[src/rtl/ion_zone_allocator_assert.svh]
// assertion macros shared by the ion zone allocator modules
`ifndef ION_ZONE_ALLOCATOR_ASSERT_SVH
`define ION_ZONE_ALLOCATOR_ASSERT_SVH

// same-cycle implication, clocked on clk, off during reset
`define IZA_ASSERT_SAME(label, ante, cons, msg) \
    label: assert property (@(posedge clk) disable iff (!rst_n) (ante) |-> (cons)) \
        else $error(msg);

// next-cycle implication, clocked on clk, off during reset
`define IZA_ASSERT_NEXT(label, ante, cons, msg) \
    label: assert property (@(posedge clk) disable iff (!rst_n) (ante) |=> (cons)) \
        else $error(msg);

`endif

[src/rtl/iza_pkg.sv]
// types and constants shared by the ion zone allocator
package iza_pkg;

    localparam int LOC_W      = 3;
    localparam int TYPE_ZONES = 8;
    localparam int CFG_IDX_W  = 2;
    localparam int CFG_DATA_W = 48;

    // zone type bits
    localparam logic [5:0] T_LOAD    = 6'h01;
    localparam logic [5:0] T_EMPTY   = 6'h02;
    localparam logic [5:0] T_STORAGE = 6'h04;
    localparam logic [5:0] T_GATE    = 6'h08;
    localparam logic [5:0] T_COOL    = 6'h10;
    localparam logic [5:0] T_MEASURE = 6'h20;

    // result status codes
    localparam logic [1:0] ST_OK       = 2'd0;
    localparam logic [1:0] ST_NO_LOAD  = 2'd1;
    localparam logic [1:0] ST_NO_WORK  = 2'd2;
    localparam logic [1:0] ST_NO_STORE = 2'd3;

    // configuration register indexes
    localparam logic [CFG_IDX_W-1:0] CFG_ZONE_COUNT = 2'd0;
    localparam logic [CFG_IDX_W-1:0] CFG_ION_COUNT  = 2'd1;
    localparam logic [CFG_IDX_W-1:0] CFG_ZONE_TYPES = 2'd2;
    localparam logic [CFG_IDX_W-1:0] CFG_ZONE_CAPS  = 2'd3;

    // command codes
    localparam logic CMD_LOAD = 1'b0;
    localparam logic CMD_EXEC = 1'b1;

    typedef struct packed {
        logic       command;
        logic [2:0] op_class;
        logic [1:0] target_count;
        logic [3:0] first_target;
        logic [3:0] second_target;
        logic [3:0] third_target;
    } iza_in_t;

    typedef struct packed {
        logic [1:0] status;
        logic       has_ion;
        logic [3:0] ion;
        logic [2:0] work_zone;
        logic [2:0] final_zone;
        logic       last;
    } iza_out_t;

    typedef enum logic [2:0] {
        S_IDLE,
        S_WORK,
        S_READ,
        S_MOVE,
        S_STORE,
        S_COMMIT,
        S_LCHECK,
        S_LWRITE
    } iza_state_t;

    typedef enum logic [1:0] {
        SRCH_LOAD,
        SRCH_WORK,
        SRCH_STORE
    } iza_srch_t;

    typedef enum logic [2:0] {
        EMIT_NONE,
        EMIT_LOAD_FAIL,
        EMIT_LOAD_OK,
        EMIT_NO_WORK,
        EMIT_NO_TGT,
        EMIT_TARGET
    } iza_emit_t;

    typedef struct packed {
        logic      start;
        logic      idx_inc;
        logic      idx_clr;
        logic      work_latch;
        logic      rd;
        logic      move;
        logic      store;
        logic      commit_wr;
        logic      occ_commit;
        logic      ld_init;
        logic      ld_place;
        logic      ld_write;
        logic      clr_valid;
        iza_srch_t srch;
        iza_emit_t emit;
    } iza_cmd_t;

    typedef struct packed {
        logic in_exec;
        logic found;
        logic cnt_zero;
        logic idx_last;
        logic idx_end;
        logic store_fail;
        logic can_emit;
    } iza_sts_t;

endpackage

[src/rtl/iza_ctrl.sv]
// controller state machine sequencing load and execute commands
`include "ion_zone_allocator_assert.svh"

module iza_ctrl (
    input  logic              clk,
    input  logic              rst_n,
    input  logic              in_valid,
    output logic              in_stall,
    input  iza_pkg::iza_sts_t sts,
    output iza_pkg::iza_cmd_t cmd
);

    iza_pkg::iza_state_t state_reg;
    iza_pkg::iza_state_t state_next;

    always_ff @(posedge clk or negedge rst_n)
    begin
        if (!rst_n)
            state_reg <= iza_pkg::S_IDLE;
        else
            state_reg <= state_next;
    end

    always_comb
    begin
        state_next = state_reg;
        cmd        = '0;
        in_stall   = 1'b1;
        unique case (state_reg)
            iza_pkg::S_IDLE:
            begin
                in_stall = 1'b0;
                if (in_valid)
                begin
                    cmd.start  = 1'b1;
                    state_next = sts.in_exec ? iza_pkg::S_WORK : iza_pkg::S_LCHECK;
                end
            end
            iza_pkg::S_WORK:
            begin
                cmd.srch = iza_pkg::SRCH_WORK;
                if (!sts.found)
                begin
                    if (sts.can_emit)
                    begin
                        cmd.emit   = iza_pkg::EMIT_NO_WORK;
                        state_next = iza_pkg::S_IDLE;
                    end
                end
                else if (sts.cnt_zero)
                begin
                    if (sts.can_emit)
                    begin
                        cmd.emit   = iza_pkg::EMIT_NO_TGT;
                        state_next = iza_pkg::S_IDLE;
                    end
                end
                else
                begin
                    cmd.work_latch = 1'b1;
                    state_next     = iza_pkg::S_READ;
                end
            end
            iza_pkg::S_READ:
            begin
                cmd.rd     = 1'b1;
                state_next = iza_pkg::S_MOVE;
            end
            // first pass: every target into the work zone
            iza_pkg::S_MOVE:
            begin
                cmd.move = 1'b1;
                if (sts.idx_last)
                begin
                    cmd.idx_clr = 1'b1;
                    state_next  = iza_pkg::S_STORE;
                end
                else
                begin
                    cmd.idx_inc = 1'b1;
                    state_next  = iza_pkg::S_READ;
                end
            end
            // second pass: each target on to storage, one word per target
            iza_pkg::S_STORE:
            begin
                cmd.srch = iza_pkg::SRCH_STORE;
                if (sts.can_emit)
                begin
                    cmd.store = 1'b1;
                    cmd.emit  = iza_pkg::EMIT_TARGET;
                    if (sts.idx_last)
                    begin
                        cmd.idx_clr = 1'b1;
                        state_next  = sts.store_fail ? iza_pkg::S_IDLE : iza_pkg::S_COMMIT;
                    end
                    else
                    begin
                        cmd.idx_inc = 1'b1;
                    end
                end
            end
            iza_pkg::S_COMMIT:
            begin
                cmd.commit_wr = 1'b1;
                if (sts.idx_last)
                begin
                    cmd.occ_commit = 1'b1;
                    state_next     = iza_pkg::S_IDLE;
                end
                else
                begin
                    cmd.idx_inc = 1'b1;
                end
            end
            // dry run of the load placement; only the working occupancy changes until it passes
            iza_pkg::S_LCHECK:
            begin
                cmd.srch = iza_pkg::SRCH_LOAD;
                if (sts.idx_end)
                begin
                    cmd.clr_valid = 1'b1;
                    cmd.ld_init   = 1'b1;
                    cmd.idx_clr   = 1'b1;
                    state_next    = iza_pkg::S_LWRITE;
                end
                else if (!sts.found)
                begin
                    if (sts.can_emit)
                    begin
                        cmd.emit   = iza_pkg::EMIT_LOAD_FAIL;
                        state_next = iza_pkg::S_IDLE;
                    end
                end
                else
                begin
                    cmd.ld_place = 1'b1;
                    cmd.idx_inc  = 1'b1;
                end
            end
            iza_pkg::S_LWRITE:
            begin
                cmd.srch = iza_pkg::SRCH_LOAD;
                if (sts.idx_end)
                begin
                    if (sts.can_emit)
                    begin
                        cmd.occ_commit = 1'b1;
                        cmd.emit       = iza_pkg::EMIT_LOAD_OK;
                        state_next     = iza_pkg::S_IDLE;
                    end
                end
                else
                begin
                    cmd.ld_place = 1'b1;
                    cmd.ld_write = 1'b1;
                    cmd.idx_inc  = 1'b1;
                end
            end
            default:
            begin
                state_next = iza_pkg::S_IDLE;
            end
        endcase
    end

    `IZA_ASSERT_SAME(a_emit_room, cmd.emit != iza_pkg::EMIT_NONE, sts.can_emit,
        "result word issued while output register is held")
    `IZA_ASSERT_NEXT(a_idle_holds, state_reg == iza_pkg::S_IDLE && !in_valid,
        state_reg == iza_pkg::S_IDLE, "left idle without an input word")
    `IZA_ASSERT_NEXT(a_start_dispatch, cmd.start,
        state_reg == iza_pkg::S_WORK || state_reg == iza_pkg::S_LCHECK,
        "accepted word not dispatched to a command sequence")

endmodule

[config.mk]
export PLATFORM = sky130hd
export DESIGN_NAME = iza_ctrl
export DESIGN_NICKNAME = d
export VERILOG_FILES = /design/src/rtl/iza_pkg.sv /design/src/rtl/iza_ctrl.sv
export VERILOG_INCLUDE_DIRS = /design/src /design/src/rtl
export SDC_FILE = /design/constraint.sdc
export NUM_CORES = 1
export LEC_CHECK = 0
export ABC_AREA = 0
export BUFFER_PORTS_ARGS = -buffer_cell sky130_fd_sc_hd__buf_4
export CAP_MARGIN = 20
export CORE_AREA = 4 4 41 43
export CTS_CLUSTER_SIZE = 8
export DETAILED_ROUTE_END_ITERATION = 8
export DIE_AREA = 0 0 45 47
export PLACE_DENSITY = 0.77
export SYNTH_ARGS = -nofsm -noshare
export SYNTH_HDL_FRONTEND = slang
export SYNTH_SLANG_ARGS = --single-unit
[constraint.sdc]
create_clock -name clk -period 2.4 [get_ports clk]
set_clock_uncertainty 0.15 [all_clocks]
set_input_delay 0.48 -clock clk [delete_from_list [all_inputs] [get_ports clk]]
set_output_delay 0.48 -clock clk [all_outputs]
set_load 0.005 [all_outputs]
* Word level (Yosys, flattened, before mapping)
Cells that the tools add are included.
Word-level totals: logic and storage cells 68, input port bits 10, output and inout bits 19, register bits 3
Operators by class: reductions and logical operators 3, eq/ne operators 13, mux-type cells 51
Operators by type and width (count):
- $mux W3 | 17
- $pmux W3 S8 | 1
- $mux W1 | 23
- $pmux W5 S4 | 1
- $eq A3 B3 Y1 const B | 4
- $mux W2 | 5
- $ne A2 B2 Y1 const B | 5
- $eq A3 B2 Y1 const B | 2
- $reduce_and A6 Y1 | 1
- $pmux W1 S2 | 2
- $pmux W1 S4 | 1
- $eq A3 B1 Y1 const B | 1
- $logic_not A3 Y1 | 1
- $ne A3 B3 Y1 const B | 1
- $pmux W1 S3 | 1
- $reduce_or A2 Y1 | 1

* Depth between registers and ports, before layout
Gate-level depths: netlist (run 1).
depth after elaboration 4, mapped depth 5

* Worst setup path before layout (run 1)
OpenSTA, ideal clock, no wires.
kind input to output, from in sts[2] (netlist bit), to out cmd[16] (netlist bit), data required time 1.770 ns, setup slack 0.631 ns, stages on the path 3, arrival time 1.139 ns, buffers on the path 1, cell sequence clkbuf_1 -> or3_1 -> o21ai_0
RTL lines:
- start, declared | line iza_ctrl.sv:9 | input iza_pkg::iza_sts_t sts,
- end, declared | line iza_ctrl.sv:10 | output iza_pkg::iza_cmd_t cmd

==> flow_summary.json, run 1 <==
{
  "detailed_place.area_um2": 727,
  "intPower_uw": 462,
  "worst-r2r-setup-slack_ns": 0.58,
  "post-route-util_pct": 58.8,
  "syn-mean-instance-area_um2": 6.65,
  "worstHoldPathType": "primary input to flip-flop",
  "die_width_um": 45,
  "drt-total-wl_mm": 1.58,
  "layout_commonest_cell": "buf_4",
  "mappedNetlistNets": 89,
  "synth.lib_cells_used.distinct": 33,
  "dr.pass1.iters": 4,
  "finalMaxSlewViolations": 0,
  "maximum_number_of_pins_on_one_net_before_global_route_repair": 13,
  "place_congestion": 0.834,
  "power.share.switching_pct": 44.1,
  "cts_root_buf": "clkbuf_4",
  "critPathKind": "flip-flop to output pin",
  "via_count_of_the_first_global_routing_pass": 594,
  "worst_path_largest_cell_delay_ns": 0.48,
  "timing.final.crit_period_ns": 2.27,
  "finalNetCount": 118,
  "most-common-layout-cells": "31 x buf_4, 9 x nand2_1, 7 x nor2_1",
  "depth_of_the_worst_register_to_register_path": 5,
  "synth-seq-cells": 3,
  "ir_worst_vdd_mv": 0.640,
  "tightestPinTransition_ns": 0.335,
  "grt_antenna_before_repair": 0,
  "power.clock.fraction_pct": 10.9,
  "tritoncts": "built",
  "timing.rr.start": "state_reg[2]",
  "cellLeakagePower_nw": 0.384,
  "largest_reg_flops": 3,
  "fp.dieArea_mm2": 0.00212,
  "grt_first_pass_wirelength_mm": 2.40,
  "timing.final.crit_share_pct": 94.6,
  "global_route.usage.total_pct": 15.3,
  "input_output_buffers": 28,
  "netlist_instances": 79,
  "clock_latency_ns": 0.23,
  "combPwrFrac_pct": 71.2,
  "route.detailed.drc": 0,
  "mappedNetlistArea_um2": 526,
  "number_of_enable_type_register_cells_in_the_synthesized_netlist": 0,
  "routed-via-count": 662,
  "cts_buffer_depth": 2,
  "dpl.hpwl_mm": 1.22,
  "async_reset_ff_share_pct": 100,
  "core-area_mm2": 0.00130,
  "cp_data_arrival_time_ns": 1.64,
  "timing.critical_path.required_ns": 1.77,
  "crit_slowest_cell": "dfrtp_1",
  "synth_ff_type": "dfrtp_1",
  "ys.warnings.count": 0,
  "detail_route.wl_per_cell_um": 12.9,
  "worstSetupEndpointType": "output pin",
  "final_hold_viol_count": 0,
  "initial_utilization_pct": 40.4,
  "timing.setup.tns_ns": 0,
  "path_cells": "buf_4, or3_4, o21ai_1, and2_1, buf_4",
  "die-height_um": 47,
  "setup_viol_count_final": 0,
  "hold_path_end": "state_reg[2]",
  "ant_nets": 0,
  "critical_path.reg2reg.endpoint": "state_reg[1]",
  "max_cap_viol_count": 0,
  "grt_overflow": 0,
  "run_status": "finished clean",
  "power_per_cell_area_mw_per_mm2": 1080,
  "htree_num_levels": 1,
  "num_io_pins": 29,
  "power_uw": 827,
  "filler_cell_count": 129,
  "drtIter0Drc": 19,
  "sequentialPowerShare_pct": 17.9,
  "grt_setup_unrepaired": "false",
  "cpMostUsedCell": "buf_4",
  "synth-seq-area-share_pct": 14.3,
  "achievable-frequency_ghz": 0.440,
  "tritoncts_num_sinks": 3,
  "worst_hold_path.num_cells": 3,
  "hold_path_startpoint": "in_valid",
  "layout.cell_area.non_filler_um2": 764,
  "drive_above_1_share_pct": 35.5,
  "placement_rows": 13,
  "clock_buffers_created_by_tritoncts": 3,
  "worst_slew_margin_rel_pct": 77.6,
  "antenna_diode_count": 0,
  "setup.worst_path.start_class": "flip-flop",
  "critPathMaxFanout": 12,
  "p_sw_uw": 365,
  "clkTransAtPathRegs_ns": 0.04,
  "route.detailed.vias_per_inst": 5.43,
  "syn_to_final_growth_pct": 45.5
}
[Yosys cell counts, types with 2 or more instances]
cell type / count / share of area (%)
nand2_1: 9 / 6.4
nor2_1: 7 / 5.0
inv_1: 5 / 3.6
nor3_1: 5 / 4.8
buf_2: 4 / 3.8
nand2b_1: 4 / 4.8
nor2b_1: 4 / 4.8
o21ai_0: 4 / 3.8
and2_1: 3 / 3.6
dfrtp_1: 3 / 14
nor3b_1: 3 / 4.3
a31oi_1: 2 / 2.4
a32oi_1: 2 / 3.3
buf_4: 2 / 2.9
o21a_1: 2 / 2.9
o21ai_1: 2 / 1.9
o32a_1: 2 / 3.8
[worst max-delay path by stage]
stage	startpoint	slack (ns)	end
4_1_cts	state_reg[0]	0.08	cmd[0]
3_3_place_gp	state_reg[0]	0.37	cmd[0]
5_1_grt	state_reg[1]	0.03	cmd[16]
6_report	state_reg[1]	0.13	cmd[0]
2_1_floorplan	sts[2]	0.63	cmd[16]
3_5_place_dp	state_reg[0]	0.34	cmd[0]
[cell type report]
type	count	area (um^2)	share of cell area, %
clock buffers	4	26.3	3.44
inverters	6	22.5	2.95
multi-input cells	62	378	49.4
flip-flops and latches	3	76.3	9.98
well taps	15	18.8	2.45
repair buffers	32	243	31.8
[cells by family after synthesis]
family          count (synthesis)  synth area share (%)
buf+inv                        14                  13.8
simple gates                   40                  40.2
mux                             1                  1.90
compound gates                 21                  29.8
flops                           3                  14.3
[worst max-delay path, delay by kind of cell, from the launching register on]
family	cells	cell delay, ns
flops	1	0.48
buf+inv	2	0.31
simple gates	2	0.50
compound gates	1	0.11
[routing by layer]
| metal | GRT usage, % | wire length (um) | vias up |
|---|---|---|---|
| met2 | 26.0 | 791 | 25 |
| met3 | 1.15 | 109 | 0 |
| met4 | 11.7 | 0 | 0 |
| met1 | 17.8 | 676 | 304 |
| li1 | - | - | 333 |
| met5 | 0 | 0 | - |
[metrics by stage]
step                setup slack (ns)  cells  hold slack (ns)
floorplan                      0.631     79           0.0344
global placement               0.372    117            0.120
detailed placement             0.341    117            0.121
CTS                           0.0823    122            0.383
global route                  0.0281    122            0.401
finish                         0.130    122            0.391
[power by group through the flow]
stage	Combinational, mW	Sequential (mW)	Clock [mW]
floorplan	0.434	0.0960	0
global placement	0.585	0.143	0
CTS	0.591	0.144	0.0948
finish	0.589	0.148	0.0898
detailed placement	0.587	0.144	0
global route	0.653	0.155	0.0982
[timing repair]
| item | CTS | global route |
|---|---|---|
| hold buffers | 1 | 0 |
| hold endpoints to repair | 3 | 0 |
| endpoints found under the setup margin | 0 | 2 |
| buffers inserted | 0 | 0 |
| resized for setup | 0 | 1 |
No activity file was read; power rests on OpenSTA's default activity.
==> run 2, diff against run 1 <==
--- a/config.mk
+++ b/config.mk
@@ -9,11 +9,12 @@
 export ABC_AREA = 0
 export BUFFER_PORTS_ARGS = -buffer_cell sky130_fd_sc_hd__buf_4
 export CAP_MARGIN = 20
-export CORE_AREA = 4 4 41 43
+export CORE_AREA = 2 2 39 41
 export CTS_CLUSTER_SIZE = 8
 export DETAILED_ROUTE_END_ITERATION = 8
-export DIE_AREA = 0 0 45 47
+export DIE_AREA = 0 0 41 43
 export PLACE_DENSITY = 0.77
+export SKIP_LAST_GASP = 1
 export SYNTH_ARGS = -nofsm -noshare
 export SYNTH_HDL_FRONTEND = slang
 export SYNTH_SLANG_ARGS = --single-unit
==> run 2 against run 1 <==
Sequential power rose by 8%. Critical endpoint unchanged. Highest routed layer unchanged. Non-clock buffer count fell by 1. Count of clock-buffer cells in the layout did not move. Hold slack got worse by 0.012 ns. Setup slack got worse by 0.059 ns. Sequential share of layout area rose by 0.23 points. Utilization fell by 3.9 points. Fmax fell by 2.5%. Register-to-register slack improved by 0.09 ns.
==> flow_summary.json, run 2 (same netlist as run 1, synthesis figures left out) <==
{
  "syn_to_final_growth_pct": 44.5,
  "timing.setup.tns_ns": 0,
  "filler_cell_count": 142,
  "routed-via-count": 655,
  "crit_slowest_cell": "dfrtp_1",
  "seq_area_um2": 77.6,
  "num_io_pins": 29,
  "placement_rows": 14,
  "cp_num_buf_inv": 2,
  "detail_route.wl_per_cell_um": 12.3,
  "dpl.hpwl_mm": 1.13,
  "drtIter0Drc": 24,
  "place_congestion": 0.839,
  "antenna_diode_count": 0,
  "htree_num_levels": 1,
  "finalNetCount": 117,
  "setup.worst_path.start_class": "flip-flop",
  "drive_above_1_share_pct": 35.8,
  "route.detailed.drc": 0,
  "clkTransAtPathRegs_ns": 0.04,
  "power_per_cell_area_mw_per_mm2": 1090,
  "tightestPinTransition_ns": 0.359,
  "timing.final.crit_period_ns": 2.33,
  "ir_worst_vdd_mv": 0.499,
  "layout_commonest_cell": "buf_4",
  "max_cap_viol_count": 0,
  "clock_buffers_created_by_tritoncts": 3,
  "core-area_mm2": 0.00138,
  "dr.pass1.iters": 4,
  "path_cells": "buf_4, or3_4, o21ai_1, and2_1, buf_4",
  "grt_antenna_before_repair": 0,
  "critPathMaxFanout": 13,
  "timing.critical_path.required_ns": 1.77,
  "input_output_buffers": 28,
  "cts_buffer_depth": 2,
  "setup_viol_count_final": 0,
  "route.detailed.vias_per_inst": 5.37,
  "die-height_um": 43,
  "cpMostUsedCell": "buf_4",
  "clock_latency_ns": 0.23,
  "grt_setup_unrepaired": "false",
  "grt_overflow": 0,
  "cp_data_arrival_time_ns": 1.70,
  "cellLeakagePower_nw": 0.378,
  "cts_root_buf": "clkbuf_4",
  "fp.dieArea_mm2": 0.00176,
  "cts_setup_buffers": 0,
  "maximum_number_of_pins_on_one_net_before_global_route_repair": 17,
  "achievable-frequency_ghz": 0.429,
  "finalMaxSlewViolations": 0,
  "critPathKind": "flip-flop to output pin",
  "worst_slew_margin_rel_pct": 76.1,
  "worstHoldPathType": "primary input to flip-flop",
  "drt-total-wl_mm": 1.50,
  "ant_nets": 0,
  "final_hold_viol_count": 0,
  "tritoncts": "built",
  "tritoncts_num_sinks": 3,
  "most-common-layout-cells": "30 x buf_4, 9 x nand2_1, 7 x nor2_1",
  "run_status": "finished clean",
  "largest_reg_flops": 3,
  "die_width_um": 41,
  "grt_first_pass_wirelength_mm": 2.43,
  "global_route.usage.total_pct": 19.9,
  "post-route-util_pct": 54.9,
  "multi_input_comb_area_um2": 378,
  "initial_utilization_pct": 38.0,
  "via_count_of_the_first_global_routing_pass": 620,
  "worst_path_largest_cell_delay_ns": 0.50,
  "critical-path-top-delay-family": "simple AND/OR/NAND/NOR gates",
  "worstSetupEndpointType": "output pin",
  "timing.final.crit_share_pct": 97.0
}
## run 2: changes by cell type in the layout (fill, tap and decap cells not counted)
cell	delta
buf_4	-1
dfrtp_2	+1
dfrtp_1	-1
## run 2: timing repair
| item | CTS | global route |
|---|---|---|
| gates resized for setup | 0 | 2 |
| hold buffers | 1 | 0 |
| hold endpoints to repair | 3 | 0 |
| setup endpoints to repair | 0 | 2 |
## run 2: tightest hold or removal path, stage by stage
cell,delay (ns)
buf_4,0.12
inv_1,0.06
a32oi_1,0.06
## run 2: metrics by stage
| step | total power, mW | cells | hold WS, ns | instance area (um^2) | setup WS [ns] |
|---|---|---|---|---|---|
| after floorplan | 0.530 | 79 | 0.0344 | 526 | 0.631 |
| final | 0.825 | 122 | 0.379 | 759 | 0.0709 |
| after CTS | 0.825 | 122 | 0.381 | 757 | 0.0665 |
| after global placement | 0.720 | 117 | 0.120 | 721 | 0.344 |
| after detailed placement | 0.729 | 117 | 0.122 | 721 | 0.323 |
| after global routing | 0.901 | 122 | 0.405 | 759 | 0.00808 |
## run 2: layout make-up
class                      instances  area share, %
timing repair buffer              31           31.0
sequential                         3           10.2
multi-input combinational         62           49.8
inverter                           6           2.97
clock buffer                       4           3.46
tap                               16           2.64
## run 2: worst paths after layout
check,slack [ns],cells after the start,start,endpoint
max,0.07,5,state_reg[1],cmd[0]
min,0.38,3,in_valid,state_reg[2]
max reg2reg,0.67,5,state_reg[2],state_reg[1]
min reg2reg,0.63,3,state_reg[0],state_reg[2]
max in group asynchronous,1.57,2,rst_n,state_reg[2]
min in group asynchronous,0.43,2,rst_n,state_reg[1]
## run 2: power by group
group | leakage (nW) | internal [mW] | switching, mW | total, mW
sequential | 0.0348 | 0.0796 | 0.0809 | 0.160
clock | 0.0150 | 0.0624 | 0.0273 | 0.0897
combinational | 0.328 | 0.314 | 0.261 | 0.575
## run 2: metal layers
layer,vias to the layer above,part of all wire [%],track usage [%]
met1,298,42,24.8
met5,-,0,0
li1,330,-,-
met3,0,7.5,3.66
met2,27,50,30.0
met4,0,0,12.0
