==> src/rtl/ion_zone_allocator_assert.svh <==
// assertion macros shared by the ion zone allocator modules
`ifndef ION_ZONE_ALLOCATOR_ASSERT_SVH
`define ION_ZONE_ALLOCATOR_ASSERT_SVH

// same-cycle implication, clocked on clk, off during reset
`define IZA_ASSERT_SAME(label, ante, cons, msg) \
    label: assert property (@(posedge clk) disable iff (!rst_n) (ante) |-> (cons)) \
        else $error(msg);

// next-cycle implication, clocked on clk, off during reset
`define IZA_ASSERT_NEXT(label, ante, cons, msg) \
    label: assert property (@(posedge clk) disable iff (!rst_n) (ante) |=> (cons)) \
        else $error(msg);

`endif

==> src/rtl/iza_pkg.sv <==
// types and constants shared by the ion zone allocator
package iza_pkg;

    localparam int LOC_W      = 3;
    localparam int TYPE_ZONES = 8;
    localparam int CFG_IDX_W  = 2;
    localparam int CFG_DATA_W = 48;

    // zone type bits
    localparam logic [5:0] T_LOAD    = 6'h01;
    localparam logic [5:0] T_EMPTY   = 6'h02;
    localparam logic [5:0] T_STORAGE = 6'h04;
    localparam logic [5:0] T_GATE    = 6'h08;
    localparam logic [5:0] T_COOL    = 6'h10;
    localparam logic [5:0] T_MEASURE = 6'h20;

    // result status codes
    localparam logic [1:0] ST_OK       = 2'd0;
    localparam logic [1:0] ST_NO_LOAD  = 2'd1;
    localparam logic [1:0] ST_NO_WORK  = 2'd2;
    localparam logic [1:0] ST_NO_STORE = 2'd3;

    // configuration register indexes
    localparam logic [CFG_IDX_W-1:0] CFG_ZONE_COUNT = 2'd0;
    localparam logic [CFG_IDX_W-1:0] CFG_ION_COUNT  = 2'd1;
    localparam logic [CFG_IDX_W-1:0] CFG_ZONE_TYPES = 2'd2;
    localparam logic [CFG_IDX_W-1:0] CFG_ZONE_CAPS  = 2'd3;

    // command codes
    localparam logic CMD_LOAD = 1'b0;
    localparam logic CMD_EXEC = 1'b1;

    typedef struct packed {
        logic       command;
        logic [2:0] op_class;
        logic [1:0] target_count;
        logic [3:0] first_target;
        logic [3:0] second_target;
        logic [3:0] third_target;
    } iza_in_t;

    typedef struct packed {
        logic [1:0] status;
        logic       has_ion;
        logic [3:0] ion;
        logic [2:0] work_zone;
        logic [2:0] final_zone;
        logic       last;
    } iza_out_t;

    typedef enum logic [2:0] {
        S_IDLE,
        S_WORK,
        S_READ,
        S_MOVE,
        S_STORE,
        S_COMMIT,
        S_LCHECK,
        S_LWRITE
    } iza_state_t;

    typedef enum logic [1:0] {
        SRCH_LOAD,
        SRCH_WORK,
        SRCH_STORE
    } iza_srch_t;

    typedef enum logic [2:0] {
        EMIT_NONE,
        EMIT_LOAD_FAIL,
        EMIT_LOAD_OK,
        EMIT_NO_WORK,
        EMIT_NO_TGT,
        EMIT_TARGET
    } iza_emit_t;

    typedef struct packed {
        logic      start;
        logic      idx_inc;
        logic      idx_clr;
        logic      work_latch;
        logic      rd;
        logic      move;
        logic      store;
        logic      commit_wr;
        logic      occ_commit;
        logic      ld_init;
        logic      ld_place;
        logic      ld_write;
        logic      clr_valid;
        iza_srch_t srch;
        iza_emit_t emit;
    } iza_cmd_t;

    typedef struct packed {
        logic in_exec;
        logic found;
        logic cnt_zero;
        logic idx_last;
        logic idx_end;
        logic store_fail;
        logic can_emit;
    } iza_sts_t;

endpackage

==> src/rtl/iza_dpath.sv <==
// datapath: configuration, occupancy table, zone search, ion location memory, result register
`include "ion_zone_allocator_assert.svh"

module iza_dpath #(
    parameter int MAX_ZONES   = 8,
    parameter int MAX_IONS    = 16,
    parameter int MAX_TARGETS = 3
) (
    input  logic                               clk,
    input  logic                               rst_n,
    input  iza_pkg::iza_in_t                   in_data,
    input  logic                               out_stall,
    output logic                               out_valid,
    output iza_pkg::iza_out_t                  out_data,
    input  logic                               cfg_valid,
    input  logic [iza_pkg::CFG_IDX_W-1:0]      cfg_index,
    input  logic [iza_pkg::CFG_DATA_W-1:0]     cfg_data,
    input  iza_pkg::iza_cmd_t                  cmd,
    output iza_pkg::iza_sts_t                  sts
);

    localparam int ZIW  = $clog2(MAX_ZONES);
    localparam int IXW  = (MAX_IONS > 1) ? $clog2(MAX_IONS) : 1;
    localparam int TIW  = (MAX_TARGETS > 1) ? $clog2(MAX_TARGETS) : 1;
    localparam int CMAX = (MAX_IONS > MAX_TARGETS) ? MAX_IONS : MAX_TARGETS;
    localparam int CW   = $clog2(CMAX + 1);
    localparam int NLW  = $clog2(MAX_IONS + 1);
    localparam int TCW  = $clog2(MAX_TARGETS + 1);
    localparam int LW   = iza_pkg::LOC_W;

    // configuration
    logic [3:0]  zone_count_reg;
    logic [4:0]  ion_count_reg;
    logic [47:0] zone_types_reg;
    logic [31:0] zone_caps_reg;

    // occupancy
    logic [3:0] occ_reg  [MAX_ZONES];
    logic [3:0] occ_work [MAX_ZONES];
    logic [3:0] occ_upd  [MAX_ZONES];

    // item
    logic             item_cmd_reg;
    logic [2:0]       item_cls_reg;
    logic [TCW-1:0]   item_cnt_reg;
    logic [IXW-1:0]   tgt_reg [MAX_TARGETS];
    logic [IXW-1:0]   tgt_in  [MAX_TARGETS];
    logic [IXW-1:0]   mod_tab [16];
    logic [TCW-1:0]   cnt_in;

    logic [CW-1:0]    idx_reg;
    logic [TIW-1:0]   slot;
    logic [IXW-1:0]   tgt_cur;
    logic [ZIW-1:0]   wz_reg;
    logic             failed_reg;
    logic [LW-1:0]    pend_loc [MAX_TARGETS];
    logic [NLW-1:0]   n_load;

    // location memory
    logic [LW-1:0]       loc_mem [MAX_IONS];
    logic [MAX_IONS-1:0] valid_reg;
    logic [LW-1:0]       rd_loc_reg;
    logic                rd_valid_reg;
    logic [LW-1:0]       mem_loc_cur;
    logic                wr_en;
    logic [IXW-1:0]      wr_addr;
    logic [LW-1:0]       wr_data;

    // search
    logic [5:0]           srch_mask;
    logic [MAX_ZONES-1:0] elig;
    logic                 srch_found;
    logic [ZIW-1:0]       srch_zone;

    logic          move_hit;
    logic [LW-1:0] move_cur;
    logic [LW-1:0] store_cur;

    logic          dec_en;
    logic [LW-1:0] dec_zone;
    logic          inc_en;
    logic [ZIW-1:0] inc_zone;

    logic               out_valid_reg;
    iza_pkg::iza_out_t  out_data_reg;
    iza_pkg::iza_out_t  out_data_next;
    logic               can_emit;

    // configuration writes
    always_ff @(posedge clk or negedge rst_n)
    begin
        if (!rst_n)
        begin
            zone_count_reg <= 4'd8;
            ion_count_reg  <= 5'd1;
            zone_types_reg <= '0;
            zone_caps_reg  <= '0;
        end
        else if (cfg_valid)
        begin
            unique case (cfg_index)
                iza_pkg::CFG_ZONE_COUNT: zone_count_reg <= cfg_data[3:0];
                iza_pkg::CFG_ION_COUNT:  ion_count_reg  <= cfg_data[4:0];
                iza_pkg::CFG_ZONE_TYPES: zone_types_reg <= cfg_data[47:0];
                iza_pkg::CFG_ZONE_CAPS:  zone_caps_reg  <= cfg_data[31:0];
            endcase
        end
    end

    assign n_load = (32'(ion_count_reg) > MAX_IONS) ? NLW'(MAX_IONS) : NLW'(ion_count_reg);

    // target index reduction table
    for (genvar v = 0; v < 16; v++)
    begin : g_mod
        localparam int MODV = v % MAX_IONS;
        assign mod_tab[v] = IXW'(MODV);
    end

    for (genvar s = 0; s < MAX_TARGETS; s++)
    begin : g_tgt_in
        if (s == 0)
        begin : g_first
            assign tgt_in[s] = mod_tab[in_data.first_target];
        end
        else if (s == 1)
        begin : g_second
            assign tgt_in[s] = mod_tab[in_data.second_target];
        end
        else if (s == 2)
        begin : g_third
            assign tgt_in[s] = mod_tab[in_data.third_target];
        end
        else
        begin : g_none
            assign tgt_in[s] = '0;
        end
    end

    assign cnt_in = (32'(in_data.target_count) > MAX_TARGETS) ? TCW'(MAX_TARGETS)
                                                              : TCW'(in_data.target_count);

    always_ff @(posedge clk)
    begin
        if (cmd.start)
        begin
            item_cmd_reg <= in_data.command;
            item_cls_reg <= in_data.op_class;
            item_cnt_reg <= cnt_in;
            tgt_reg      <= tgt_in;
        end
    end

    assign slot    = idx_reg[TIW-1:0];
    assign tgt_cur = tgt_reg[slot];

    // zone search, first fit
    always_comb
    begin
        unique case (cmd.srch)
            iza_pkg::SRCH_LOAD:  srch_mask = iza_pkg::T_LOAD;
            iza_pkg::SRCH_STORE: srch_mask = iza_pkg::T_STORAGE | iza_pkg::T_EMPTY;
            iza_pkg::SRCH_WORK:
            begin
                priority if (item_cls_reg[0]) srch_mask = iza_pkg::T_GATE;
                else if (item_cls_reg[1])     srch_mask = iza_pkg::T_COOL;
                else if (item_cls_reg[2])     srch_mask = iza_pkg::T_MEASURE;
                else                          srch_mask = '0;
            end
            default: srch_mask = '0;
        endcase
    end

    for (genvar z = 0; z < MAX_ZONES; z++)
    begin : g_zone
        if (z < iza_pkg::TYPE_ZONES)
        begin : g_typed
            localparam logic [3:0] ZID = 4'(z);
            assign elig[z] = (ZID < zone_count_reg)
                          && (|(zone_types_reg[6*z +: 6] & srch_mask))
                          && (occ_work[z] < zone_caps_reg[4*z +: 4]);
        end
        else
        begin : g_untyped
            assign elig[z] = 1'b0;
        end
    end

    always_comb
    begin
        srch_found = 1'b0;
        srch_zone  = '0;
        for (int z = MAX_ZONES - 1; z >= 0; z--)
        begin
            if (elig[z])
            begin
                srch_found = 1'b1;
                srch_zone  = ZIW'(z);
            end
        end
    end

    // current location of the target, seen through this item's earlier moves
    assign mem_loc_cur = rd_valid_reg ? rd_loc_reg : '0;

    always_comb
    begin
        move_hit = 1'b0;
        for (int s = 0; s < MAX_TARGETS; s++)
        begin
            if (s < int'(idx_reg) && tgt_reg[s] == tgt_cur)
                move_hit = 1'b1;
        end
    end

    assign move_cur = move_hit ? LW'(wz_reg) : mem_loc_cur;

    always_comb
    begin
        store_cur = LW'(wz_reg);
        for (int s = 0; s < MAX_TARGETS; s++)
        begin
            if (s < int'(idx_reg) && tgt_reg[s] == tgt_cur)
                store_cur = pend_loc[s];
        end
    end

    // occupancy update: one decrement and one increment, both saturating
    always_comb
    begin
        dec_en   = 1'b0;
        dec_zone = '0;
        inc_en   = 1'b0;
        inc_zone = '0;
        priority if (cmd.move)
        begin
            dec_en   = 1'b1;
            dec_zone = move_cur;
            inc_en   = 1'b1;
            inc_zone = wz_reg;
        end
        else if (cmd.store && srch_found)
        begin
            dec_en   = 1'b1;
            dec_zone = store_cur;
            inc_en   = 1'b1;
            inc_zone = srch_zone;
        end
        else if (cmd.ld_place)
        begin
            inc_en   = 1'b1;
            inc_zone = srch_zone;
        end
    end

    always_comb
    begin
        for (int z = 0; z < MAX_ZONES; z++)
        begin
            occ_upd[z] = occ_work[z];
            if (dec_en && int'(dec_zone) == z && occ_upd[z] != 4'd0)
                occ_upd[z] = occ_upd[z] - 4'd1;
            if (inc_en && int'(inc_zone) == z && occ_upd[z] != 4'd15)
                occ_upd[z] = occ_upd[z] + 4'd1;
        end
    end

    always_ff @(posedge clk)
    begin
        if (cmd.start)
        begin
            for (int z = 0; z < MAX_ZONES; z++)
                occ_work[z] <= (in_data.command == iza_pkg::CMD_EXEC) ? occ_reg[z] : 4'd0;
        end
        else if (cmd.ld_init)
        begin
            occ_work <= '{default: '0};
        end
        else if (dec_en || inc_en)
        begin
            occ_work <= occ_upd;
        end
    end

    always_ff @(posedge clk or negedge rst_n)
    begin
        if (!rst_n)
            occ_reg <= '{default: '0};
        else if (cmd.occ_commit)
            occ_reg <= occ_work;
    end

    // sequencing registers
    always_ff @(posedge clk or negedge rst_n)
    begin
        if (!rst_n)
        begin
            idx_reg    <= '0;
            failed_reg <= 1'b0;
        end
        else
        begin
            if (cmd.start || cmd.idx_clr)
                idx_reg <= '0;
            else if (cmd.idx_inc)
                idx_reg <= idx_reg + CW'(1);

            if (cmd.start)
                failed_reg <= 1'b0;
            else if (cmd.store && !srch_found)
                failed_reg <= 1'b1;
        end
    end

    always_ff @(posedge clk)
    begin
        if (cmd.work_latch)
            wz_reg <= srch_zone;
        if (cmd.store)
            pend_loc[slot] <= srch_found ? LW'(srch_zone) : store_cur;
    end

    // location memory, one write and one registered read
    assign wr_en   = cmd.ld_write || cmd.commit_wr;
    assign wr_addr = cmd.ld_write ? idx_reg[IXW-1:0] : tgt_cur;
    assign wr_data = cmd.ld_write ? LW'(srch_zone) : pend_loc[slot];

    always_ff @(posedge clk)
    begin
        if (wr_en)
            loc_mem[wr_addr] <= wr_data;
        if (cmd.rd)
        begin
            rd_loc_reg   <= loc_mem[tgt_cur];
            rd_valid_reg <= valid_reg[tgt_cur];
        end
    end

    // entries not valid read as zone 0
    always_ff @(posedge clk or negedge rst_n)
    begin
        if (!rst_n)
            valid_reg <= '0;
        else if (cmd.clr_valid)
            valid_reg <= '0;
        else if (wr_en)
            valid_reg[wr_addr] <= 1'b1;
    end

    // result word
    always_comb
    begin
        out_data_next = '0;
        unique case (cmd.emit)
            iza_pkg::EMIT_NONE: out_data_next = '0;
            iza_pkg::EMIT_LOAD_FAIL:
            begin
                out_data_next.status = iza_pkg::ST_NO_LOAD;
                out_data_next.ion    = 4'(idx_reg);
                out_data_next.last   = 1'b1;
            end
            iza_pkg::EMIT_LOAD_OK:
            begin
                out_data_next.status = iza_pkg::ST_OK;
                out_data_next.last   = 1'b1;
            end
            iza_pkg::EMIT_NO_WORK:
            begin
                out_data_next.status = iza_pkg::ST_NO_WORK;
                out_data_next.last   = 1'b1;
            end
            iza_pkg::EMIT_NO_TGT:
            begin
                out_data_next.status    = iza_pkg::ST_OK;
                out_data_next.work_zone = 3'(srch_zone);
                out_data_next.last      = 1'b1;
            end
            iza_pkg::EMIT_TARGET:
            begin
                out_data_next.status     = srch_found ? iza_pkg::ST_OK : iza_pkg::ST_NO_STORE;
                out_data_next.has_ion    = 1'b1;
                out_data_next.ion        = 4'(tgt_cur);
                out_data_next.work_zone  = 3'(wz_reg);
                out_data_next.final_zone = srch_found ? 3'(srch_zone) : 3'(store_cur);
                out_data_next.last       = sts.idx_last;
            end
            default: out_data_next = '0;
        endcase
    end

    assign can_emit = !out_valid_reg || !out_stall;

    always_ff @(posedge clk or negedge rst_n)
    begin
        if (!rst_n)
            out_valid_reg <= 1'b0;
        else if (cmd.emit != iza_pkg::EMIT_NONE)
            out_valid_reg <= 1'b1;
        else if (!out_stall)
            out_valid_reg <= 1'b0;
    end

    always_ff @(posedge clk)
    begin
        if (cmd.emit != iza_pkg::EMIT_NONE)
            out_data_reg <= out_data_next;
    end

    assign out_valid = out_valid_reg;
    assign out_data  = out_data_reg;

    // status to the controller
    assign sts.in_exec    = (in_data.command == iza_pkg::CMD_EXEC);
    assign sts.found      = srch_found;
    assign sts.cnt_zero   = (item_cnt_reg == '0);
    assign sts.idx_last   = (idx_reg == (CW'(item_cnt_reg) - CW'(1)));
    assign sts.idx_end    = (idx_reg == CW'(n_load));
    assign sts.store_fail = failed_reg || !srch_found;
    assign sts.can_emit   = can_emit;

    `IZA_ASSERT_SAME(a_commit_clean,
        cmd.occ_commit && item_cmd_reg == iza_pkg::CMD_EXEC, !failed_reg,
        "occupancy committed after a failed target move")
    `IZA_ASSERT_SAME(a_place_found, cmd.ld_place, srch_found,
        "ion placed without a load zone")

endmodule

==> config.mk <==
export PLATFORM = sky130hd
export DESIGN_NAME = iza_dpath
export DESIGN_NICKNAME = d
export VERILOG_FILES = /design/src/rtl/iza_pkg.sv /design/src/rtl/iza_dpath.sv
export VERILOG_INCLUDE_DIRS = /design/src /design/src/rtl
export SDC_FILE = /design/constraint.sdc
export NUM_CORES = 1
export LEC_CHECK = 0
export ABC_AREA = 1
export BUFFER_PORTS_ARGS = -buffer_cell sky130_fd_sc_hd__buf_2
export CAP_MARGIN = 20
export CORE_MARGIN = 2
export CORE_UTILIZATION = 55
export CTS_BUF_LIST = sky130_fd_sc_hd__clkbuf_8 sky130_fd_sc_hd__clkbuf_16
export CTS_CLUSTER_DIAMETER = 30
export DETAILED_ROUTE_END_ITERATION = 16
export GPL_ROUTABILITY_DRIVEN = 1
export PLACE_DENSITY = 0.72
export RECOVER_POWER = 50
export SYNTH_ARGS = -nofsm -noshare
export SYNTH_HDL_FRONTEND = slang
export SYNTH_SLANG_ARGS = --single-unit
==> constraint.sdc <==
create_clock -name clk -period 5.2 [get_ports clk]
set_clock_uncertainty 0.2 [all_clocks]
set_input_delay 0.78 -clock clk [delete_from_list [all_inputs] [get_ports clk]]
set_output_delay 0.78 -clock clk [all_outputs]
set_load 0.01 [all_outputs]
# ---- Word-level counts from Yosys, hierarchy flattened
# Memory sizes are Yosys's and may differ from the RTL's. A register that Yosys moved wholly into a read port is not among the register bits.
# Cells that the tools add are included.
# Widths: inputs -> output; s select.
dict set report totals {
  wordCells 319
  latch_bits 0
  regBits 199
  romBits 192
  n_memories 5
  inputBits 90
  output_inout_bits 22
  mem_bits_rw 57
}
dict set report classes {
  add_sub_neg 18
  n_lt_le_gt_ge 24
  n_eq_ne 38
  bitwise 13
  multipliers 0
  div_mod_pow 0
  n_reduce_logical 93
  n_shift 0
  muxes 94
}
# name depth word_bits rd rd_clocked_by_memory_dff write_ports line
set memory_table {}
lappend memory_table {{(name not given)} 16 4 1 1 0 iza_dpath.sv:131} ;# assign tgt_in[s] = mod_tab[in_data.third_target];
lappend memory_table {{(name not given)} 16 4 1 1 0 iza_dpath.sv:127} ;# assign tgt_in[s] = mod_tab[in_data.second_target];
lappend memory_table {{(name not given)} 16 4 1 1 0 iza_dpath.sv:123} ;# assign tgt_in[s] = mod_tab[in_data.first_target];
lappend memory_table {loc_mem 16 3 1 1 1 iza_dpath.sv:60} ;# logic [LW-1:0] loc_mem [MAX_IONS];
lappend memory_table {pend_loc 3 3 4 0 1 iza_dpath.sv:56} ;# logic [LW-1:0] pend_loc [MAX_TARGETS];
# operator n
set ops {}
lappend ops {{$mux 4} 27}
lappend ops {{$mux 32} 3}
lappend ops {{$mux 3} 20}
lappend ops {{$logic_and 1x1->1} 54}
lappend ops {{$and 6x6->6} 8}
lappend ops {{$reduce_or 6->1} 8}
lappend ops {{$add 4x1->4 const B} 8}
lappend ops {{$lt 4x4->1} 8}
lappend ops {{$mux 16} 2}
lappend ops {{$ne 4x4->1 const B} 8}
lappend ops {{$reduce_bool 4->1} 8}
lappend ops {{$sub 4x1->4 const B} 8}
lappend ops {{$eq 3x3->1 const B} 10}
lappend ops {{$mux 1} 27}
lappend ops {{$eq 3x2->1 const B} 6}
lappend ops {{$mux 6} 3}
lappend ops {{$pmux 6 s3} 1}
lappend ops {{$lt 3x4->1 const A} 4}
lappend ops {{$or 16x16->16} 1}
lappend ops {{$mux 5} 3}
lappend ops {{$not 4->5} 3}
lappend ops {{$eq 4x4->1} 3}
lappend ops {{$eq 5x5->1} 2}
lappend ops {{$lt 1x5->1 const A} 2}
lappend ops {{30 further kinds} 53}

# ---- Longest topological paths before layout
dict set report logic_depth {
  depth_word 29
  depth_mapped 30
  mapped_depth_nobuf 28
}

# ---- Worst setup path after synthesis
# Ideal clock, no wire load.
dict set report synth_path {
  kind {input to register}
  start {input cmd[3] (netlist name)}
  end {register occ_work[19] (netlist name) (data pin)}
  setup_ns 0.253
  required_ns 4.747
  n_path_buf 1
  t_arrival_ns 3.105
  cell_stages 25
  setup_slack_ns 1.642
  cell_sequence {buf_6 -> nand3_1 -> nor2_2 -> nand2_1 -> nand3_1 -> nand3_1 -> nand2_2 -> nor2_2 -> nand2_4 -> nand2_4 -> nor2_4 -> nand2_1 -> nand2_4 -> nand2_8 -> nor2_4 -> nand2_1 -> nand2_2 -> ha_1 -> nand3_2 -> inv_2 -> nand2_2 -> nand3_1 -> nand2_1 -> nand3_1 -> nand2_1}
}
dict set report synth_via {
  elab_chain_cells 27
  elab_cells_between_ends 75
  cone_classes {add/sub (1); eq/ne (5); mux (31); bitwise (8); reduce/logical (30)}
}
# element line
set synth_rtl {}
lappend synth_rtl {{from (decl)} iza_dpath.sv:18} ;# input iza_pkg::iza_cmd_t cmd,
lappend synth_rtl {{$eq 2x1->1 (tied with other cells)} iza_dpath.sv:159} ;# unique case (cmd.srch)
lappend synth_rtl {{$pmux 6 s3 (*)} iza_dpath.sv:159}
lappend synth_rtl {{$and 6x6->6} iza_dpath.sv:179} ;# && (|(zone_types_reg[6*z +: 6] & srch_mask))
lappend synth_rtl {{$reduce_or 6->1} iza_dpath.sv:179}
lappend synth_rtl {{$logic_and 1x1->1} iza_dpath.sv:179}
lappend synth_rtl {{$logic_and 1x1->1} iza_dpath.sv:180} ;# && (occ_work[z] < zone_caps_reg[4*z +: 4]);
lappend synth_rtl {{$mux 1 (7 in a row)} iza_dpath.sv:194} ;# if (elig[z])
lappend synth_rtl {{$mux 1 (*)} iza_dpath.sv:194}
lappend synth_rtl {{named net srch_found} iza_dpath.sv:72} ;# logic srch_found;
lappend synth_rtl {{$logic_and 1x1->1 (*)} iza_dpath.sv:241} ;# else if (cmd.store && srch_found)
lappend synth_rtl {{parallel branches: the longest is 8 deep, another holds $add 4x1->4} n/a}
lappend synth_rtl {{$mux 4 (*)} iza_dpath.sv:262} ;# if (inc_en && int'(inc_zone) == z && occ_upd[z] != 4'd15)
lappend synth_rtl {{$mux 32 (*)} iza_dpath.sv:278} ;# else if (dec_en || inc_en)
lappend synth_rtl {{$mux 32 (*)} iza_dpath.sv:274} ;# else if (cmd.ld_init)
lappend synth_rtl {{$mux 32 (*)} iza_dpath.sv:269} ;# if (cmd.start)
lappend synth_rtl {{to (signal, indexed assignment)} iza_dpath.sv:272} ;# occ_work[z] <= (in_data.command == iza_pkg::CMD_EXEC) ? occ_reg[z] : 4'd0;
lappend synth_rtl {{to (signal assigned)} iza_dpath.sv:280} ;# occ_work <= occ_upd;
lappend synth_rtl {{to (decl)} iza_dpath.sv:39} ;# logic [3:0] occ_work [MAX_ZONES];
# Mark *: on every way through the listed nets, which the timed path passes. The select of a mux whose other input is x is not followed.
# A chain may end at the register's enable or synchronous reset.

# ---- Worst setup path after layout
dict set report layout_path {
  start {register idx_reg[0]}
  end {register occ_work[13] (netlist name) (data pin)}
}
dict set report layout_via {
  elab_chain_cells 21
  elab_cells_between_ends 33
  cone_classes {add/sub (1); order compare (3); eq/ne (5); mux (17); bitwise (1); reduce/logical (6)}
}
# element line
set layout_rtl {}
lappend layout_rtl {{from (decl)} iza_dpath.sv:51} ;# logic [CW-1:0] idx_reg;
lappend layout_rtl {{from (signal assigned)} iza_dpath.sv:305} ;# idx_reg <= idx_reg + CW'(1);
lappend layout_rtl {{$not 2->3 (not written as such)} iza_dpath.sv:154} ;# assign tgt_cur = tgt_reg[slot];
lappend layout_rtl {{$bmux 4 s2} iza_dpath.sv:154}
lappend layout_rtl {{$mux 4 (not written as such) (2 in a row)} iza_dpath.sv:154}
lappend layout_rtl {{$eq 4x4->1} {iza_dpath.sv:210, iza_dpath.sv:222}}
lappend layout_rtl {{$logic_and 1x1->1} {iza_dpath.sv:210, iza_dpath.sv:222}}
lappend layout_rtl {{$mux 3 / $mux 1 (equally long branches) (3 in a row)} {iza_dpath.sv:222, iza_dpath.sv:210}}
lappend layout_rtl {{$mux 3, on equally long branches} {iza_dpath.sv:241, iza_dpath.sv:215}}
lappend layout_rtl {{$mux 3 (*)} iza_dpath.sv:234} ;# priority if (cmd.move)
lappend layout_rtl {{$eq 3x3->1 (*)} iza_dpath.sv:260} ;# if (dec_en && int'(dec_zone) == z && occ_upd[z] != 4'd0)
lappend layout_rtl {{$logic_and 1x1->1 (*) (2 in a row)} iza_dpath.sv:260}
lappend layout_rtl {{$mux 4 (*)} iza_dpath.sv:260}
lappend layout_rtl {{parallel branches: the longest is 2 deep, another holds $add 4x1->4} n/a}
lappend layout_rtl {{$mux 4 (*)} iza_dpath.sv:262}
lappend layout_rtl {{$mux 32 (*)} iza_dpath.sv:278}
lappend layout_rtl {{$mux 32 (*)} iza_dpath.sv:274}
lappend layout_rtl {{$mux 32 (*)} iza_dpath.sv:269}
# Mark *: on every way between the ends. The select of a mux whose other input is x is not followed.

==> results.md <==
- Run status: finished, violations left
- Failing checks: max-capacitance violations, max-slew violations
- DR pass1 iterations: 6
- Post-route cell area: 0.0180 mm^2
- First-pass GRT wire length: 62200 um
- Antenna Violating Nets Remaining: 0
- TritonCTS clock tree: done
- Setup slack, reg-to-reg: 0.86 ns
- Num ports: 112
- FMAX: 230 MHz
- CP max FO: 21
- Average via count per standard cell: 5.50
- CP Capture Type: register
- Synthesized area: 0.0151 mm^2
- CTS Buffer Depth: 3
- Post-DP Area: 0.0159 mm^2
- Initial Util: 55.9%
- Synth async-reset ratio: 52.6%
- CTS Root Cell: clkbuf_16
- Total CTS buffers: 59
- Crit path kind: register to register
- Worst r2r path cells: 27
- GR Util met2: 43.9%
- Tightest Pin Transition: 2.79 ns
- Final wirelength: 38000 um
- Met3 Use GR: 5.15%
- Drt initial violations: 1073
- Number of synthesis warnings: 0
- HP Start: in_data[8]
- Worst Hold Depth: 1
- Worst slack at placement: 0.769 ns
- Largest net degree at the start of global routing: 76
- GR Util met1: 37.4%
- Setup Viol. Count Final: 0
- Die Height: 169 um
- Reg2Reg Capture Point: occ_work[13]
- Skew-Pair Late Insertion Delay: 0.57 ns
- CTS sink count: 274
- Sequential cell area fraction in the yosys report: 49.9%
- Initial antenna violation count: 1
- Final instance count without filler cells: 2267
- Syn Inst Count: 1739
- Gp weighted congestion: 0.895
- Post-synthesis register bit count: 274
- Wire per inst: 16.8 um
- IR drop worst, VDD: 0.287 mV
- Worst-path clk slew: 0.05 ns
- Final Cycle Share: 83.4%
- MaxCap Viol Count: 4
- EDFF count, synth: 130
- H-tree levels: 2
- Post-CTS Resized: 0
- Via count of the routed design: 12500
- Final nets: 2010
- Vias in the first global route: 12500
- Final Max Tran Viols: 219
- GRT overflow: 0
- Multi-input gate area: 0.00638 mm^2
- Mapped Nets: 1874
- Syn avg cell area: 8.66 um^2
- Critical Path AT: 4.44 ns
- Synth cell types: 56
- Hold Path End: tgt_reg[8]
- Gr busiest metal: met2
- Setup bufs post-CTS: 0
- Total negative slack: 0 ns
- Area delta synth->final: 19.7%
- Nature of the critical path startpoint: register
- FF-to-FF Start: idx_reg[0]
- Die X-Extent: 169 um
- Pwr dens: 466 mW/mm^2
- Endpoints failing hold: 0
- Leading register cell type out of synthesis: dfrtp_1
- FP Rows: 60
- Min cycle time layout: 4.34 ns
- Dpl cells: 2151
- P_leak: 8.60 nW
- Overall Global Routing Usage: 27.1%
- Final HPWL DP: 26400 um
- Die area: 0.0287 mm^2
- Seq. cell area: 0.00751 mm^2
- Fillers: 2095
- RSZ-0062 raised after global routing: no
- Slew headroom: -85.9%
- Share of post-route cells with drive strength above 1: 19.2%
- Port bufs: 111
- # hold bufs at CTS: 1
- Drt drc: 0
- Hold WC Path Type: input port to register
- Critical Path RT: 5.30 ns
- Core Area: 0.0270 mm^2
- Final Worst Setup Slack: 0.861 ns
worst max-delay path: stages (launching register included):
cell and delay [ns]:
dfrtp_1 0.57, inv_4 0.30, nand2_2 0.10, nand3_2 0.09, nand2_2 0.18, inv_1 0.35
nand2_1 0.12, nand3_2 0.12, nor2_4 0.07, nor2_4 0.22, nand2_4 0.10, nand3_1 0.08
nand2_1 0.08, inv_2 0.08, nand2_4 0.12, nor2_8 0.22, nand2_4 0.10, nand2_1 0.09
nand2_1 0.08, ha_1 0.23, inv_1 0.09, nor2_4 0.05, nand2_2 0.06, nand2_2 0.08
inv_2 0.08, nand2_1 0.05, nand3_1 0.09, nand2_1 0.05
per-layer routing:
layer | share of wire, % | wire length (um) | up-vias
met3 | 7.7 | 2940 | 58
met2 | 47 | 17900 | 491
met5 | 0 | 0 | -
met1 | 44 | 16500 | 5893
li1 | - | - | 6028
met4 | 1.7 | 654 | 0
worst max path at each step:
stage | startpoint | to | slack, ns | depth (start not counted)
6_report | idx_reg[0] | occ_work[13] | 0.86 | 27
5_1_grt | idx_reg[0] | occ_work[11] | 0.44 | 25
4_1_cts | idx_reg[0] | occ_work[13] | 0.94 | 27
3_5_place_dp | cmd[4] | occ_work[10] | 0.77 | 24
3_3_place_gp | cmd[3] | occ_work[10] | 0.89 | 23
2_1_floorplan | cmd[3] | occ_work[19] | 1.64 | 25
per-stage QoR:
step	util, %	hold slack, ns	power (W)
5_1_grt	66.9	0.168	0.00877
3_5_place_dp	58.9	0.273	0.00442
3_3_place_gp	58.9	0.266	0.00437
6_report	66.9	0.182	0.00839
4_1_cts	66.9	0.168	0.00842
2_1_floorplan	-	0.253	0.00393
layout make-up:
| type | instances | area share (%) |
|---|---|---|
| flip-flops and latches | 274 | 41.7 |
| multi-input cells | 1179 | 35.4 |
| clock buffers | 71 | 9.23 |
| inverters | 234 | 4.94 |
| repair buffers | 127 | 3.63 |
| clock inverters | 40 | 2.74 |
| well taps | 341 | 2.37 |
| diodes | 1 | 0.0139 |
cells by family after synthesis:
group                      count (synthesis)  synth area share (%)
and+or+nand+nor                          829                  25.8
buffers and inverters                    286                  7.72
DFF                                      274                  49.9
AOI/OAI and AO/OA                        263                  10.1
adders and majority gates                 45                  3.74
muxes                                     25                  1.79
xor gates and xnor gates                  17                 0.989
placed cells by master, fill, tap and decap left out, types with 18 or more instances in the layout:
cell type    n
nand4_1     24
nand2_1    412
edfxtp_1   130
buf_2      100
nand3_1    113
o21ai_0    116
nor2_2      18
clkbuf_16   61
o21ai_1     20
a21oi_1     66
ha_1        45
nand2_2     45
dfrtp_1    142
inv_1      227
nor2_1     158
synthesized netlist by cell type, types with 3 or more instances:
| master | instances | area (um^2) |
|---|---|---|
| clkbuf_1 | 35 | 131 |
| o21ai_2 | 8 | 70.1 |
| nor3_1 | 8 | 40.0 |
| nand4_1 | 24 | 150 |
| nand2_1 | 412 | 1550 |
| ha_1 | 45 | 563 |
| a211oi_1 | 4 | 30.0 |
| a22oi_1 | 3 | 22.5 |
| o221ai_1 | 8 | 70.1 |
| o21ai_0 | 116 | 581 |
| nor2_1 | 158 | 593 |
| dfrtp_1 | 142 | 3550 |
| o21ai_1 | 20 | 100 |
| nand3_1 | 113 | 566 |
| o211ai_1 | 5 | 37.5 |
| xor2_1 | 8 | 70.1 |
| xnor2_1 | 9 | 78.8 |
| a21oi_1 | 66 | 330 |
| inv_4 | 4 | 25.0 |
| mux2i_1 | 10 | 100 |
| inv_2 | 10 | 37.5 |
| nand2_4 | 10 | 113 |
| mux2_2 | 15 | 169 |
| nand2_2 | 45 | 282 |
| buf_4 | 8 | 60.1 |
| buf_1 | 3 | 11.3 |
| nand3_2 | 13 | 130 |
| nand3b_1 | 4 | 30.0 |
| nor2_2 | 18 | 113 |
| inv_1 | 218 | 818 |
| nor2_8 | 4 | 80.1 |
| o22ai_1 | 11 | 68.8 |
| a21oi_4 | 3 | 48.8 |
| o32ai_1 | 6 | 52.6 |
| a21oi_2 | 3 | 26.3 |
| buf_6 | 4 | 45.0 |
| nor2_4 | 11 | 124 |
| edfxtp_1 | 130 | 3900 |
power by group:
part | switching (W) | total [W] | leakage, nW | internal [W]
clock | 0.00120 | 0.00396 | 1.09 | 0.00276
combinational | 0.00109 | 0.00164 | 4.40 | 0.000547
sequential | 0.000175 | 0.00279 | 3.11 | 0.00261
total | 0.00247 | 0.00839 | 8.60 | 0.00592
Note: power is estimated with default switching activity, not from simulation.
